**src/sv/rgbhsv_pkg.sv**
```systemverilog
// Shared widths, constants and types of the RGB to HSV converter.
package rgbhsv_pkg;

    localparam int COLOR_W = 24;
    localparam int CH_W    = 8;
    localparam int HUE_W   = 9;
    localparam int SAT_W   = 16;

    // hue numerator is at most 841 * 255, the divisor 2 * d at most 510
    localparam int HNUM_W  = 18;
    localparam int HDEN_W  = 9;
    localparam int SNUM_W  = CH_W + SAT_W;

    // per-sector offsets: 360.5, 120.5 and 240.5 degrees, doubled
    localparam logic [9:0] HUE_OFS_RED   = 10'd721;
    localparam logic [9:0] HUE_OFS_GREEN = 10'd241;
    localparam logic [9:0] HUE_OFS_BLUE  = 10'd481;
    localparam logic [6:0] HUE_SCALE     = 7'd120;
    localparam logic [HUE_W-1:0] HUE_WRAP = 9'd360;

    // which component holds the maximum; red wins ties, then green
    typedef enum logic [1:0] {
        SEL_RED,
        SEL_GREEN,
        SEL_BLUE
    } max_sel_t;

endpackage

```
**src/sv/rgbhsv_pix_if.sv**
```systemverilog
// Input channel: one packed RGB pixel per beat.
interface rgbhsv_pix_if;
    logic                          valid;
    logic                          ready;
    logic [rgbhsv_pkg::COLOR_W-1:0] color_word;

    modport source (output valid, output color_word, input ready);
    modport sink   (input valid, input color_word, output ready);
endinterface

```
**src/sv/rgbhsv_hsv_if.sv**
```systemverilog
// Output channel: hue, saturation and value per beat.
interface rgbhsv_hsv_if;
    logic                         valid;
    logic                         ready;
    logic [rgbhsv_pkg::HUE_W-1:0] hue_degrees;
    logic [rgbhsv_pkg::SAT_W-1:0] saturation_q16;
    logic [rgbhsv_pkg::CH_W-1:0]  brightness;

    modport source (output valid, output hue_degrees, output saturation_q16,
                    output brightness, input ready);
    modport sink   (input valid, input hue_degrees, input saturation_q16,
                    input brightness, output ready);
endinterface

```
**src/sv/rgb_to_hsv_converter.sv**
```systemverilog
// Top level of the streaming RGB to HSV pixel converter.
// Converts one packed 24-bit RGB pixel (red in the high byte) per beat into
// hue in whole degrees (0..359), saturation scaled by 65535 (truncated) and
// value (the largest component). Throughput is one pixel per clock while
// the output is not stalled. In the pipeline, one stage
// finds max/min, one forms the numerators, 17 stages run the two restoring
// dividers (load plus one quotient bit per stage, 16 bits for saturation,
// hue uses the same depth), and one stage wraps the hue and forms the output
// register. Gray pixels give hue 0, black pixels give saturation 0. The whole
// pipeline advances together whenever the output register is empty or is
// being taken. While a finished result waits untaken, everything holds,
// the input included, so a stall neither drops nor repeats a beat.
module rgb_to_hsv_converter (
    input  logic                 clk,
    input  logic                 rst_n,
    rgbhsv_pix_if.sink           pix,
    rgbhsv_hsv_if.source         hsv
);

    localparam int CW = rgbhsv_pkg::CH_W;

    // global pipeline advance
    logic en;
    logic ovld_reg;

    assign en        = !ovld_reg || hsv.ready;
    assign pix.ready = en;

    // ---------------- stage 1: unpack, max/min, sector ----------------
    logic [CW-1:0] r_in, g_in, b_in;
    logic [CW-1:0] mx_next, mn_next;
    rgbhsv_pkg::max_sel_t sel_next;

    assign r_in = pix.color_word[3*CW-1:2*CW];
    assign g_in = pix.color_word[2*CW-1:CW];
    assign b_in = pix.color_word[CW-1:0];

    always_comb
    begin
        priority if (r_in >= g_in && r_in >= b_in)
        begin
            sel_next = rgbhsv_pkg::SEL_RED;
            mx_next  = r_in;
        end
        else if (g_in >= b_in)
        begin
            sel_next = rgbhsv_pkg::SEL_GREEN;
            mx_next  = g_in;
        end
        else
        begin
            sel_next = rgbhsv_pkg::SEL_BLUE;
            mx_next  = b_in;
        end
        mn_next = (r_in < g_in) ? r_in : g_in;
        mn_next = (mn_next < b_in) ? mn_next : b_in;
    end

    logic                 s1_vld_reg;
    logic [CW-1:0]        s1_r_reg, s1_g_reg, s1_b_reg, s1_mx_reg, s1_d_reg;
    rgbhsv_pkg::max_sel_t s1_sel_reg;

    always_ff @(posedge clk or negedge rst_n)
    begin
        if (!rst_n)
        begin
            s1_vld_reg <= 1'b0;
        end
        else if (en)
        begin
            s1_vld_reg <= pix.valid;
        end
    end

    always_ff @(posedge clk)
    begin
        if (en)
        begin
            s1_r_reg   <= r_in;
            s1_g_reg   <= g_in;
            s1_b_reg   <= b_in;
            s1_mx_reg  <= mx_next;
            s1_d_reg   <= mx_next - mn_next;
            s1_sel_reg <= sel_next;
        end
    end

    // ---------------- stage 2: numerators and divisors ----------------
    logic [CW:0]          cdiff;     // two's complement difference, 9 bits
    logic [9:0]           hofs;
    logic signed [19:0]   hnum_s;
    logic [19:0]          ofs_prod;
    logic [rgbhsv_pkg::HNUM_W-1:0] hnum_next;
    logic [rgbhsv_pkg::SNUM_W-1:0] snum_next;

    always_comb
    begin
        unique case (s1_sel_reg)
            rgbhsv_pkg::SEL_RED:
            begin
                cdiff = {1'b0, s1_g_reg} - {1'b0, s1_b_reg};
                hofs  = rgbhsv_pkg::HUE_OFS_RED;
            end
            rgbhsv_pkg::SEL_GREEN:
            begin
                cdiff = {1'b0, s1_b_reg} - {1'b0, s1_r_reg};
                hofs  = rgbhsv_pkg::HUE_OFS_GREEN;
            end
            rgbhsv_pkg::SEL_BLUE:
            begin
                cdiff = {1'b0, s1_r_reg} - {1'b0, s1_g_reg};
                hofs  = rgbhsv_pkg::HUE_OFS_BLUE;
            end
            default:
            begin
                cdiff = '0;
                hofs  = rgbhsv_pkg::HUE_OFS_RED;
            end
        endcase
        ofs_prod  = 20'(hofs) * 20'(s1_d_reg);
        hnum_s    = 20'($signed(cdiff)) * $signed(20'(rgbhsv_pkg::HUE_SCALE))
                    + $signed(ofs_prod);
        // always positive, fits 18 bits
        hnum_next = hnum_s[rgbhsv_pkg::HNUM_W-1:0];
        // d * 65535
        snum_next = {s1_d_reg, 16'd0} - rgbhsv_pkg::SNUM_W'(s1_d_reg);
    end

    logic                          s2_vld_reg;
    logic [rgbhsv_pkg::HNUM_W-1:0] s2_hnum_reg;
    logic [rgbhsv_pkg::HDEN_W-1:0] s2_hden_reg;
    logic [rgbhsv_pkg::SNUM_W-1:0] s2_snum_reg;
    logic [CW-1:0]                 s2_mx_reg;
    logic                          s2_gray_reg;
    logic                          s2_black_reg;

    always_ff @(posedge clk or negedge rst_n)
    begin
        if (!rst_n)
        begin
            s2_vld_reg <= 1'b0;
        end
        else if (en)
        begin
            s2_vld_reg <= s1_vld_reg;
        end
    end

    always_ff @(posedge clk)
    begin
        if (en)
        begin
            s2_hnum_reg  <= hnum_next;
            s2_hden_reg  <= {s1_d_reg, 1'b0};
            s2_snum_reg  <= snum_next;
            s2_mx_reg    <= s1_mx_reg;
            s2_gray_reg  <= (s1_d_reg == '0);
            s2_black_reg <= (s1_mx_reg == '0);
        end
    end

    // ---------------- dividers ----------------
    // hue: (numerator) / (2d); quotient lands in 60..420
    logic                          hdiv_vld;
    logic [rgbhsv_pkg::SAT_W-1:0]  hdiv_quo;
    logic [CW:0]                   hdiv_side;   // {gray, max}
    logic                          sdiv_vld;
    logic [rgbhsv_pkg::SAT_W-1:0]  sdiv_quo;
    logic                          sdiv_side;   // black

    rgbhsv_div #(
        .DEN_W  (rgbhsv_pkg::HDEN_W),
        .QUO_W  (rgbhsv_pkg::SAT_W),
        .SIDE_W (CW + 1)
    ) u_hue_div (
        .clk       (clk),
        .rst_n     (rst_n),
        .en        (en),
        .in_valid  (s2_vld_reg),
        .num       ((rgbhsv_pkg::HDEN_W + rgbhsv_pkg::SAT_W)'(s2_hnum_reg)),
        .den       (s2_hden_reg),
        .side      ({s2_gray_reg, s2_mx_reg}),
        .out_valid (hdiv_vld),
        .quo       (hdiv_quo),
        .out_side  (hdiv_side)
    );

    rgbhsv_div #(
        .DEN_W  (CW),
        .QUO_W  (rgbhsv_pkg::SAT_W),
        .SIDE_W (1)
    ) u_sat_div (
        .clk       (clk),
        .rst_n     (rst_n),
        .en        (en),
        .in_valid  (s2_vld_reg),
        .num       (s2_snum_reg),
        .den       (s2_mx_reg),
        .side      (s2_black_reg),
        .out_valid (sdiv_vld),
        .quo       (sdiv_quo),
        .out_side  (sdiv_side)
    );

    // ---------------- output stage: hue wrap and masking ----------------
    logic [rgbhsv_pkg::HUE_W-1:0] hq;
    logic [rgbhsv_pkg::HUE_W-1:0] hue_next;
    logic [rgbhsv_pkg::SAT_W-1:0] sat_next;

    always_comb
    begin
        hq = hdiv_quo[rgbhsv_pkg::HUE_W-1:0];
        if (hdiv_side[CW])
        begin
            hue_next = '0;
        end
        else if (hq >= rgbhsv_pkg::HUE_WRAP)
        begin
            hue_next = hq - rgbhsv_pkg::HUE_WRAP;
        end
        else
        begin
            hue_next = hq;
        end
        sat_next = sdiv_side ? '0 : sdiv_quo;
    end

    logic [rgbhsv_pkg::HUE_W-1:0] hue_reg;
    logic [rgbhsv_pkg::SAT_W-1:0] sat_reg;
    logic [CW-1:0]                bright_reg;

    always_ff @(posedge clk or negedge rst_n)
    begin
        if (!rst_n)
        begin
            ovld_reg <= 1'b0;
        end
        else if (en)
        begin
            ovld_reg <= hdiv_vld;
        end
    end

    always_ff @(posedge clk)
    begin
        if (en)
        begin
            hue_reg    <= hue_next;
            sat_reg    <= sat_next;
            bright_reg <= hdiv_side[CW-1:0];
        end
    end

    assign hsv.valid          = ovld_reg;
    assign hsv.hue_degrees    = hue_reg;
    assign hsv.saturation_q16 = sat_reg;
    assign hsv.brightness     = bright_reg;

    // ---------------- assertions ----------------
    // the two divider pipelines must stay in lockstep
    a_div_lockstep: assert property (@(posedge clk) disable iff (!rst_n)
        hdiv_vld == sdiv_vld)
        else $error("hue and saturation divider valids diverged");

    // hue wrap must leave a value below a full turn
    a_hue_range: assert property (@(posedge clk) disable iff (!rst_n)
        hsv.valid |-> (hsv.hue_degrees < rgbhsv_pkg::HUE_WRAP))
        else $error("hue out of range");

    // a black pixel has zero hue and zero saturation
    a_black_zero: assert property (@(posedge clk) disable iff (!rst_n)
        (hsv.valid && hsv.brightness == '0)
            |-> (hsv.saturation_q16 == '0 && hsv.hue_degrees == '0))
        else $error("black pixel with nonzero hue or saturation");

    // a beat taken at the output advances the pipeline in the same cycle
    a_take_advances: assert property (@(posedge clk) disable iff (!rst_n)
        (hsv.valid && hsv.ready && !hdiv_vld) |=> !hsv.valid)
        else $error("output beat repeated after being taken");

endmodule

```
**src/sv/rgbhsv_div.sv**
```systemverilog
// Pipelined restoring divider, one quotient bit per stage, with side data.
module rgbhsv_div #(
    parameter int DEN_W  = 8,
    parameter int QUO_W  = 16,
    parameter int SIDE_W = 1
) (
    input  logic                     clk,
    input  logic                     rst_n,
    input  logic                     en,
    input  logic                     in_valid,
    input  logic [DEN_W+QUO_W-1:0]   num,
    input  logic [DEN_W-1:0]         den,
    input  logic [SIDE_W-1:0]        side,
    output logic                     out_valid,
    output logic [QUO_W-1:0]         quo,
    output logic [SIDE_W-1:0]        out_side
);

    // stage k holds the partial remainder after k quotient bits; ql holds
    // the numerator bits still to shift in, with quotient bits filling in
    // from the bottom. Requires num < den * 2**QUO_W.
    logic [QUO_W:0]        vld_reg;
    logic [DEN_W-1:0]      rem_reg  [QUO_W+1];
    logic [QUO_W-1:0]      ql_reg   [QUO_W+1];
    logic [DEN_W-1:0]      den_reg  [QUO_W+1];
    logic [SIDE_W-1:0]     side_reg [QUO_W+1];

    always_ff @(posedge clk or negedge rst_n)
    begin
        if (!rst_n)
        begin
            vld_reg <= '0;
        end
        else if (en)
        begin
            vld_reg <= {vld_reg[QUO_W-1:0], in_valid};
        end
    end

    always_ff @(posedge clk)
    begin
        if (en)
        begin
            rem_reg[0]  <= num[DEN_W+QUO_W-1:QUO_W];
            ql_reg[0]   <= num[QUO_W-1:0];
            den_reg[0]  <= den;
            side_reg[0] <= side;
        end
    end

    for (genvar k = 1; k <= QUO_W; k++)
    begin : g_step
        logic [DEN_W:0]   trial;
        logic             ge;
        logic [DEN_W:0]   diff;
        logic [DEN_W-1:0] rem_next;
        logic [QUO_W-1:0] ql_next;

        always_comb
        begin
            trial    = {rem_reg[k-1], ql_reg[k-1][QUO_W-1]};
            ge       = (trial >= {1'b0, den_reg[k-1]});
            diff     = trial - {1'b0, den_reg[k-1]};
            rem_next = ge ? diff[DEN_W-1:0] : trial[DEN_W-1:0];
            ql_next  = {ql_reg[k-1][QUO_W-2:0], ge};
        end

        always_ff @(posedge clk)
        begin
            if (en)
            begin
                rem_reg[k]  <= rem_next;
                ql_reg[k]   <= ql_next;
                den_reg[k]  <= den_reg[k-1];
                side_reg[k] <= side_reg[k-1];
            end
        end
    end

    assign out_valid = vld_reg[QUO_W];
    assign quo       = ql_reg[QUO_W];
    assign out_side  = side_reg[QUO_W];

endmodule

```
**src/flat_wrapper.sv**
```systemverilog
// flat-port wrapper written by rule: the top's interface ports become plain ports
module rgb_to_hsv_converter_flat 
  (clk, rst_n, pix_valid, pix_color_word, pix_ready, hsv_valid, hsv_hue_degrees, hsv_saturation_q16, hsv_brightness, hsv_ready);
  rgbhsv_pix_if pix_i ();
  rgbhsv_hsv_if hsv_i ();
  input  logic clk;
  input  logic rst_n;
  input wire logic [$bits(pix_i.valid)-1:0] pix_valid;
  input wire logic [$bits(pix_i.color_word)-1:0] pix_color_word;
  output wire logic [$bits(pix_i.ready)-1:0] pix_ready;
  output wire logic [$bits(hsv_i.valid)-1:0] hsv_valid;
  output wire logic [$bits(hsv_i.hue_degrees)-1:0] hsv_hue_degrees;
  output wire logic [$bits(hsv_i.saturation_q16)-1:0] hsv_saturation_q16;
  output wire logic [$bits(hsv_i.brightness)-1:0] hsv_brightness;
  input wire logic [$bits(hsv_i.ready)-1:0] hsv_ready;
  assign pix_i.valid = pix_valid;
  assign pix_i.color_word = pix_color_word;
  assign pix_ready = pix_i.ready;
  assign hsv_valid = hsv_i.valid;
  assign hsv_hue_degrees = hsv_i.hue_degrees;
  assign hsv_saturation_q16 = hsv_i.saturation_q16;
  assign hsv_brightness = hsv_i.brightness;
  assign hsv_i.ready = hsv_ready;
  rgb_to_hsv_converter u_core (.clk(clk), .rst_n(rst_n), .pix(pix_i), .hsv(hsv_i));
endmodule
```
**config.mk**
```make
export PLATFORM = sky130hd
export DESIGN_NAME = rgb_to_hsv_converter_flat
export DESIGN_NICKNAME = d
export VERILOG_FILES = /design/src/sv/rgbhsv_pkg.sv /design/src/sv/rgbhsv_pix_if.sv /design/src/sv/rgbhsv_hsv_if.sv /design/src/sv/rgb_to_hsv_converter.sv /design/src/sv/rgbhsv_div.sv /design/src/flat_wrapper.sv
export SDC_FILE = /design/constraint.sdc
export NUM_CORES = 2
export LEC_CHECK = 0
export ABC_AREA = 1
export BUFFER_PORTS_ARGS = -buffer_cell sky130_fd_sc_hd__buf_4
export CAP_MARGIN = 20
export CORE_UTILIZATION = 50
export CTS_CLUSTER_DIAMETER = 100
export CTS_CLUSTER_SIZE = 12
export DETAILED_ROUTE_END_ITERATION = 10
export MAX_ROUTING_LAYER = met4
export PLACE_DENSITY = 0.75
export SLEW_MARGIN = 20
export SYNTH_ARGS = -nofsm -noshare
export SYNTH_HDL_FRONTEND = slang
export SYNTH_HIERARCHICAL = 1
export SYNTH_SLANG_ARGS = --single-unit
```
**constraint.sdc**
```tcl
create_clock -name clk -period 62.2 [get_ports clk]
set_clock_uncertainty 0.2 [all_clocks]
set_input_delay 6.22 -clock clk [delete_from_list [all_inputs] [get_ports clk]]
set_output_delay 6.22 -clock clk [all_outputs]
set_load 0.02 [all_outputs]
```
== Word-level counts from Yosys, hierarchy flattened ==
Memory sizes are Yosys's and may differ from the RTL's. A register that Yosys moved wholly into a read port is not among the register bits.
Cells that the tools add are included.

* Output and inout bits: 35
* Memory bits (writable): 1292
* Memories: 8
* Flip-flop bits (word level): 139
* Bits of input ports: 28
* Logic and storage cells: 155

* Mux-type cells: 42
* Multiply operators: 2
* Reduce and logical (&&, ||, !) cells: 6
* Equality and inequality tests: 2
* Add/sub/neg operators: 39
* $lt $le $gt $ge: 38

{| class="wikitable"
|+ Memories
! name !! words !! bits a word !! read ports !! clocked after memory_dff !! write ports !! RTL line !! RTL
|-
| u_core.u_hue_div.ql_reg || 17 || 16 || 17 || 0 || 17 || rgbhsv_div.sv:24 || <nowiki>logic [QUO_W-1:0] ql_reg [QUO_W+1];</nowiki>
|-
| u_core.u_sat_div.ql_reg || 17 || 16 || 17 || 1 || 17 || rgbhsv_div.sv:24 ||
|-
| u_core.u_hue_div.den_reg || 17 || 9 || 16 || 0 || 17 || rgbhsv_div.sv:25 || <nowiki>logic [DEN_W-1:0] den_reg [QUO_W+1];</nowiki>
|-
| u_core.u_hue_div.rem_reg || 17 || 9 || 16 || 0 || 17 || rgbhsv_div.sv:23 || <nowiki>logic [DEN_W-1:0] rem_reg [QUO_W+1];</nowiki>
|-
| u_core.u_hue_div.side_reg || 17 || 9 || 17 || 0 || 17 || rgbhsv_div.sv:26 || <nowiki>logic [SIDE_W-1:0] side_reg [QUO_W+1];</nowiki>
|-
| u_core.u_sat_div.den_reg || 17 || 8 || 16 || 0 || 17 || rgbhsv_div.sv:25 ||
|-
| +2 memories || - || - || - || - || - || - ||
|}

{| class="wikitable"
|+ Operators by type and width
! operator !! number
|-
| $ge A10 B9 Y1 || 16
|-
| $mux W8 || 20
|-
| $mux W9 || 17
|-
| $ge A9 B8 Y1 || 16
|-
| $sub A9 B9 Y9 || 16
|-
| $sub A8 B8 Y8 || 17
|-
| $pmux W9 S3 || 1
|-
| $sub A8 B8 Y9 || 3
|-
| $ge A8 B8 Y1 || 3
|-
| $sub A24 B8 Y24 || 1
|-
| $pmux W10 S2 || 1
|-
| $add A18 B18 Y18 || 1
|-
| $mul A10 B8 Y18 || 1
|-
| $logic_not A8 Y1 || 2
|-
| $lt A8 B8 Y1 || 2
|-
| $mul A9 B5 Y14 const B || 1
|-
| $ge A9 B9 Y1 const B || 1
|-
| $sub A9 B9 Y9 const B || 1
|-
| $eq A2 B1 Y1 const B || 1
|-
| $eq A2 B2 Y1 const B || 1
|-
| $logic_not A2 Y1 || 1
|-
| $mux W1 || 2
|-
| $mux W2 || 1
|-
| $logic_and A1 B1 Y1 || 1
|-
| 2 further kinds || 2
|}

== Longest topological paths before layout ==
* Depth in word-level cells: 5
* Depth in mapped cells: 46

== Modules after synthesis ==
The synthesis kept the hierarchy.

{| class="wikitable"
|+ By module, submodules not included
! module !! instances !! area each (µm²) !! cells each !! sequential area each (µm²)
|-
| rgbhsv_div (u_core.u_hue_div) || 1 || 32140.8 || 2710 || 21835.9
|-
| rgbhsv_div (u_core.u_sat_div) || 1 || 25773.5 || 2285 || 16791.1
|-
| rgb_to_hsv_converter || 1 || 10560.1 || 1145 || 3978.8
|}

== Worst setup path before layout ==
Ideal clock, no wire load.

* Path type: input -> output
* Start: input hsv_ready
* End: output pix_ready
* Arrival time: 35.586 ns
* Setup slack: 20.194 ns
* Stages: 2
* Data required time: 55.780 ns
* Path through: inv_1 nand2_1

* Cells in the longest elaborated chain, start to end: 1

{| class="wikitable"
|+ RTL lines
! what !! RTL line !! RTL
|-
| start: declaration || flat_wrapper.sv:15 || <nowiki>input wire logic [$bits(hsv_i.ready)-1:0] hsv_ready;</nowiki>
|-
| $logic_or A1 B1 Y1 || rgb_to_hsv_converter.sv:26 || <nowiki>assign en = !ovld_reg || hsv.ready;</nowiki>
|-
| end: declaration || flat_wrapper.sv:10 || <nowiki>output wire logic [$bits(pix_i.ready)-1:0] pix_ready;</nowiki>
|}

No other way between the ends.

== Worst setup path after layout ==
Ends and elaborated chain as after synthesis.

==> results_dict.tcl <==
set metrics [dict create \
    outcome "finished, final reports clean" \
    r2r.worst_path.cells 32 \
    slew_headroom 0.300 \
    area_growth_syn_to_layout_pct 8.82 \
    inserted_clock_buffers 119 \
    design.core.area_mm2 0.129 \
    tritoncts_num_sinks 1317 \
    drt_iter0_drc 2614 \
    setup-violations-final 0 \
    post_synth.cell_area_avg_um2 10.9 \
    rr_startpoint "u_core/s1_sel_reg[0]" \
    chipWidth_um 363 \
    setup.worst_path.end_class "output pin" \
    detail_route.first_pass.iterations 6 \
    fin_crit_ns 13.61 \
    grt_start_max_net_pins 195 \
    detail_routed_net_length_per_standard_cell_um 14.9 \
    share_of_cells_above_drive_strength_1 0.0665 \
    rows 132 \
    finalCritPeriodShare 0.219 \
    floorplan.die_area_mm2 0.132 \
    clock.fmax_mhz 73.5 \
    required_ns 55.78 \
    final_max_slew_viol_count 0 \
    ys.warnings.count 6 \
    clkSlewWorstSetupHoldPaths_ns 0.06 \
    flip_flop_count_of_the_largest_register_all_copies_and_words_added 272 \
    hpwl_um 86300 \
    wire_length_of_the_first_global_routing_pass_um 191000 \
    tritoncts_clock_tree "done" \
    first_global_vias 38466 \
    nets 6669 \
    h-tree-depth 3 \
    clock_root_buffer "sky130_fd_sc_hd__clkbuf_16" \
    area_taken_by_flip_flops_and_latches_mm2 0.0394 \
    whs_endpoint "u_core/u_hue_div/ql_reg[16][2]" \
    holdCritPathClass "flop to flop" \
    place.port_buffers 62 \
    post_cts_sizing_count 0 \
    grt_usage 0.185 \
    fin_setup_tns_ns 0 \
    grt_setup_unrepaired "false" \
    antenna_found_initial 1 \
    hold_path_depth 0 \
    final-hold-violation-count 0 \
    tightestPinTransition_ns 1.05 \
    globalRouteOverflowTotal 0 \
    worst_hold_startpoint "u_core/u_hue_div/ql_reg[15][1]" \
    detail_route.vias_per_cell 4.98 \
    clk_latency_ns 0.72 \
    crit-reg2reg-capture "u_core/s2_hnum_reg[17]" \
    n_fill_cell 10875 \
    routed-via-count 39363 \
    cts-root-to-sink-buffers 3 \
    cts_stage_hold_buffer_count 0 \
    critical_path_class "primary input to output pin" \
    r2r_slack_ns 54.04 \
    timing.critical_path.arrival_ns 7.19 \
    initial_core_util 0.504 \
    max-cap-violations 0 \
    ant_nets 0 \
    boundaryPins 63 \
    post_synth_instance_area_mm2 0.0651 \
    detail_route.wirelength_um 118000 \
    worst_setup_path_start_kind "primary input" \
    cts_setup_buffers 0 \
    critical_path_peak_fanout 55 \
    globalplace.congestion 0.900 \
    fp.dieH_um 363 \
    post_synth_inst_count 5987 \
    multi_input_area_mm2 0.0214 \
    post-route-drc-count 0 \
]
## worst max-delay path, stage by stage
cell	delay, ns
sky130_fd_sc_hd__buf_4	0.07
sky130_fd_sc_hd__inv_1	0.05
sky130_fd_sc_hd__nand2_4	0.51
sky130_fd_sc_hd__buf_4	0.29
## metal layers
metal	share of wire	track usage
met1	0.43	0.226
met2	0.49	0.313
met3	0.039	0.0237
met4	0.037	0.0724
met5	0	-
## how the worst max path moves through the flow
stage                     startpoint         to  slack (ns)  cells after the start
after global routing       hsv_ready  pix_ready       48.48                      4
after CTS                  hsv_ready  pix_ready       48.55                      4
after global placement     hsv_ready  pix_ready       48.58                      4
final                      hsv_ready  pix_ready       48.59                      4
after floorplan            hsv_ready  pix_ready       22.12                      2
after detailed placement   hsv_ready  pix_ready       48.55                      4
## cell usage in the layout (no fill, tap or decap), drive strengths merged, types with 4 or more instances in the layout
cell type and n:
clkbuf 134, conb 8, a21oi 215, nand3b 23
clkinv 14, xor2 104, dfrtp 20, ha 410
nand3 514, o21a 5, nand2 1705, o22ai 7
nand4 70, a31oi 4, nor2 252, inv 1058
fa 84, nor3 35, or2 14, and2 8
edfxtp 1297, buf 78, o21ai 48, xnor2 28
## per-stage QoR
stage	cell area (µm²)	hold slack, ns	instances	util	setup WS (ns)
5_1_grt	70900	0.191	7910	0.548	48.48
6_report	70900	0.189	7911	0.548	48.59
2_1_floorplan	65100	0.200	5994	-	22.12
3_3_place_gp	67600	0.200	7768	0.523	48.58
4_1_cts	70900	0.182	7909	0.548	48.55
3_5_place_dp	67600	0.205	7768	0.523	48.55
## layout make-up
type | instances | area share
inverter | 1065 | 0.0564
clock buffer | 134 | 0.0431
clock inverter | 7 | 0.00217
timing repair buffer | 78 | 0.00844
antenna | 2 | 0.0000706
multi-input combinational | 3566 | 0.302
sequential | 1317 | 0.557
tap | 1742 | 0.0308
Power is not shown: default switching activity piles up to over one toggle a cycle in this logic, so the estimate is an artifact.
